`src/sv/hse_pkg.sv`:
```
package hse_pkg;

  // Default sizing of the sorter
  localparam int DEF_MAX_ELEMENTS = 64;
  localparam int DEF_VALUE_WIDTH  = 32;

  // Controls broadcast from the sequencer to every cell of the row
  typedef struct packed {
    logic load;   // insert the arriving element into the sorted row
    logic shift;  // advance the row one place towards the head
  } cell_ctrl_t;

endpackage

```
`src/sv/hse_cell.sv`:
```
module hse_cell #(
  parameter int VALUE_WIDTH = hse_pkg::DEF_VALUE_WIDTH
) (
  input  logic                          clk,
  input  logic                          rst,
  input  hse_pkg::cell_ctrl_t           ctrl,
  input  logic signed [VALUE_WIDTH-1:0] new_value,
  input  logic signed [VALUE_WIDTH-1:0] prev_value,
  input  logic                          prev_valid,
  input  logic                          prev_keep,
  input  logic signed [VALUE_WIDTH-1:0] next_value,
  input  logic                          next_valid,
  output logic signed [VALUE_WIDTH-1:0] value,
  output logic                          valid,
  output logic                          keep
);

  // An empty cell counts as larger than anything
  assign keep = valid && (value <= new_value);

  always_ff @(posedge clk) begin
    if (ctrl.shift) begin
      value <= next_value;
    end else if (ctrl.load && !keep) begin
      value <= prev_keep ? new_value : prev_value;
    end
  end

  always_ff @(posedge clk) begin
    if (rst) begin
      valid <= 1'b0;
    end else if (ctrl.shift) begin
      valid <= next_valid;
    end else if (ctrl.load && !keep) begin
      valid <= prev_keep ? 1'b1 : prev_valid;
    end
  end

endmodule

```
`config.mk`:
```
export PLATFORM = sky130hd
export DESIGN_NAME = hse_cell
export DESIGN_NICKNAME = d
export VERILOG_FILES = /design/src/sv/hse_pkg.sv /design/src/sv/hse_cell.sv
export SDC_FILE = /design/constraint.sdc
export NUM_CORES = 1
export LEC_CHECK = 0
export ABC_AREA = 1
export BUFFER_PORTS_ARGS = -buffer_cell sky130_fd_sc_hd__buf_4
export CAP_MARGIN = 20
export CORE_MARGIN = 1
export CORE_UTILIZATION = 40
export DETAILED_ROUTE_END_ITERATION = 7
export PLACE_DENSITY = 0.73
export SLEW_MARGIN = 20
export SYNTH_ARGS = -nofsm -noshare
export SYNTH_HDL_FRONTEND = slang
export SYNTH_SLANG_ARGS = --single-unit
```
`constraint.sdc`:
```
create_clock -name clk -period 3.5 [get_ports clk]
set_input_delay 1.05 -clock clk [delete_from_list [all_inputs] [get_ports clk]]
set_output_delay 1.05 -clock clk [all_outputs]
set_load 0.005 [all_outputs]
```
Yosys cells after proc, flatten, opt, wreduce, memory -nomap -nowiden

Index checks and enable logic that the tools add are counted.

Bits in registers: 33
Input bits: 103
Output and inout bits: 34

Magnitude comparators: 1
Multiplexer cells: 6
Reduce and logical (&&, ||, !) cells: 4

Operator list:

| operator             | number |
|---|---|
| 32-bit 2-to-1 mux    | 3 |
| 32-bit <= comparator | 1 |
| 1-bit 2-to-1 mux     | 3 |
| 1-bit logical AND    | 2 |
| 2-bit nonzero test   | 1 |
| 1-bit zero test      | 1 |

Longest topological paths before layout

Depth after elaboration: 6
Gate-level depth with buffers: 19
Gate-level depth less buffers: 19

Least setup slack after synthesis

No wires, ideal clock.

Path kind: input -> output
Start: in new_value[31]
End: out keep
Arrival: 2075 ps
Setup slack: 375 ps
Stages on the path: 12
Buffers on the path: 0
Cells stage by stage: inv_1 ha_1 nand2_2 nor2_2 nand2_2 nor2_2 nand2_1 nand2_1 nand2_1 nand3_1 nand2_1 inv_1

Longest elaborated chain between the ends: 2

RTL lines:

| item                 | line           | source |
|---|---|---|
| start: declaration   | hse_cell.sv:7  | `input logic signed [VALUE_WIDTH-1:0] new_value,` |
| 32-bit <= comparator | hse_cell.sv:19 | `assign keep = valid && (value <= new_value);` |
| 1-bit logical AND    | hse_cell.sv:19 |  |
| end: declaration     | hse_cell.sv:15 | `output logic keep` |

Every way passes these cells.

Worst setup path after layout

Start: in new_value[23]
End: out keep

Same word-level chain as after synthesis.

==> out/results.ini <==
[timing]
period_minus_slack_ps=3434
clock_skew_ps=6.912
timing.fmax_ghz=0.2912
hold_slack_ps=577.2
worstMarginPinSlew_ps=631.4
fin_setup_tns_ps=0
setup_violations=0
rsz0062_at_grt=true
fin_crit_sh_pct=98.12
setup_slack_ps=65.82
final_max_slew_viol_count=0
hold_viol_final=0
relSlewSlack_pct=57.84

[run]
drv_cap=0

[synth]
synth_nets=467
syn_area_um2=2545
ys_ff_latch=33
ys_types=23
ys_seq_area_share_pct=38.54
netlist_instances=332
avgSynthCellArea_um2=7.665
yosysWarnings=0

[floorplanning]
die_area_um2=6686
core_area_um2=6026
fp-row-count=28
die_y_um=81.77
initial_core_util_pct=42.23
io_pins=137
die_w_um=81.77

[min_path]
hp-start=valid
min_path_type=register to register

[routing]
routed-via-count=2707
drtIter0Drc=108
firstDrtPassIters=4
finalWirelength_um=7823
via_per_inst=5.013
detail-route-antenna-nets=0
post-route-drc-count=0
post_drt_wl_per_cell_um=14.49

[global_route]
grt_max_degree=36
antenna_found_initial=0
grt_pass1_vias=2622
grt_pass1_wl_um=11700
grt_use_total_pct=23.01
overflow=0

[critical_path]
critPathMaxFanout=2
r2r_slack_ps=1230
worstSetupPathType=input port to output port
cp_data_required_time_ps=2450
critPathLaunchType=input port
worstSetupEndpoint=keep
r2r-end=value[30]
crit_arrival_ps=2380
end_kind=output port
crit_start=new_value[23]
rr_worst_depth=15
timing.rr.start=value[5]

[placed_design]
place_congestion=0.7711
port_buffers=136
placed_area_um2=3638
place_hpwl_um=5659
placement.setup.worst_slack_ps=4.248

[clock_tree]
cts_made_buffers=5
cts_hold_buf=0
clk_path_buf_depth=2
cts_tree=built
clock_latency_ps=280
cts-root-buf=clkbuf_8
htree_num_levels=2
clock-sinks=33
post-cts-setup-buffers=0
clkTransAtPathRegs_ps=70

[power]
p_per_area_nw_per_um2=316.6
leakagePower_nw=1.919
vdd_drop_max_mv=0.1760

[final_layout]
postLayoutCellArea_um2=3964
nets=599
layout-drive-gt1-share_pct=43.23
regArea_um2=980.9
multi_input_area_um2=1569
final_util_pct=65.78
nFillCells=544
antenna_cells=0
areaGrowthSynthToFinish_pct=55.75

[outcome]
status=finished, final reports clean

-- layer usage --
layer / track usage, % / share of wire [%]
met5: 0 / 0
met3: 3.556 / 4.9
met1: 27.22 / 40
met4: 7.368 / 1.1
met2: 42.07 / 54
-- power breakdown --
part / total, mW / leakage, nW / switching [mW] / internal, mW
clock: 0.280 / 0.0395 / 0.139 / 0.141
combinational: 0.455 / 1.55 / 0.211 / 0.244
sequential: 0.519 / 0.329 / 0.0332 / 0.486
-- worst max-delay path: stages --
cell and delay, ps:
buf_4 110, inv_1 80, ha_4 210, a21oi_2 120, o21a_1 130, nand2_1 80
a21oi_2 160, nand2_1 70, nand2_1 60, nand3_1 60, nand2_1 90, inv_2 50
buf_6 100
-- cells by family after synthesis --
family / count (synthesis) / share of synthesized area [%]
compound gates: 86 / 17.65
fa+ha+maj: 32 / 15.73
buf+inv: 59 / 8.948
flops: 33 / 38.54
simple gates: 122 / 19.13
-- sequential cells by signal, indices dropped and copies added (netlist names) --
register,cells
valid,1
value,32
-- through the flow --
stage          power, mW  std cells
2_1_floorplan     0.7041        332
3_3_place_gp      0.9031        532
3_5_place_dp      0.9171        532
4_1_cts            1.202        540
5_1_grt            1.330        540
6_report           1.255        540
-- cells in the mapped netlist --
master	instances	area share, %
nand4_1	1	0.25
ha_1	32	16
dfxtp_1	1	0.79
o22ai_1	1	0.25
nor2_1	40	5.9
buf_4	1	0.30
o31ai_1	1	0.30
nand2_1	71	10
inv_2	4	0.59
inv_1	39	5.8
o21a_1	2	0.59
clkbuf_1	13	1.9
nand3_1	4	0.79
o21ai_0	2	0.39
a21oi_2	2	0.69
a21oi_1	77	15
nand2_2	3	0.74
nand4_2	1	0.49
a21o_1	1	0.30
clkinv_1	1	0.15
inv_4	1	0.25
edfxtp_1	32	38
nor2_2	2	0.49
-- layout make-up --
class | instances | share of cell area, %
inverter | 45 | 4.451
sequential | 33 | 24.75
timing repair buffer | 139 | 26.83
tap | 75 | 2.367
clock buffer | 8 | 2.020
multi-input combinational | 240 | 39.58
-- repair_timing --
| item | CTS | global route |
|---|---|---|
| pin swaps | 0 | 17 |
| endpoints found under the hold margin | 0 | 0 |
| setup endpoints to repair | 1 | 1 |
| gates resized for setup | 2 | 48 |
-- cell usage in the layout, fill, tap and decap left out --
master      n
nand3_2     1
dfxtp_1     1
clkbuf_1    3
nor2_2      6
a21oi_1    69
clkbuf_8    5
a21oi_2    10
clkinv_1    1
nand2_1    64
nand4_1     1
inv_1      29
o21ai_1     1
buf_4     136
o22ai_1     1
nand3_1     3
inv_2      12
ha_4       13
edfxtp_1   32
nor2_1     35
o21a_1      2
buf_12      1
ha_1       19
buf_6       2
o31ai_1     1
nor2_4      1
a21o_1      1
o21ai_0     1
inv_4       3
nand2_2    10
nand4_2     1
-- worst min-delay path by stage --
stage	to	slack, ps	cells after the start
global route	valid	600	2
CTS	valid	580	2
global placement	valid	550	2
floorplan	valid	550	2
finish	valid	580	2
detailed placement	valid	560	2
Note: power is estimated with default switching activity, not from simulation.
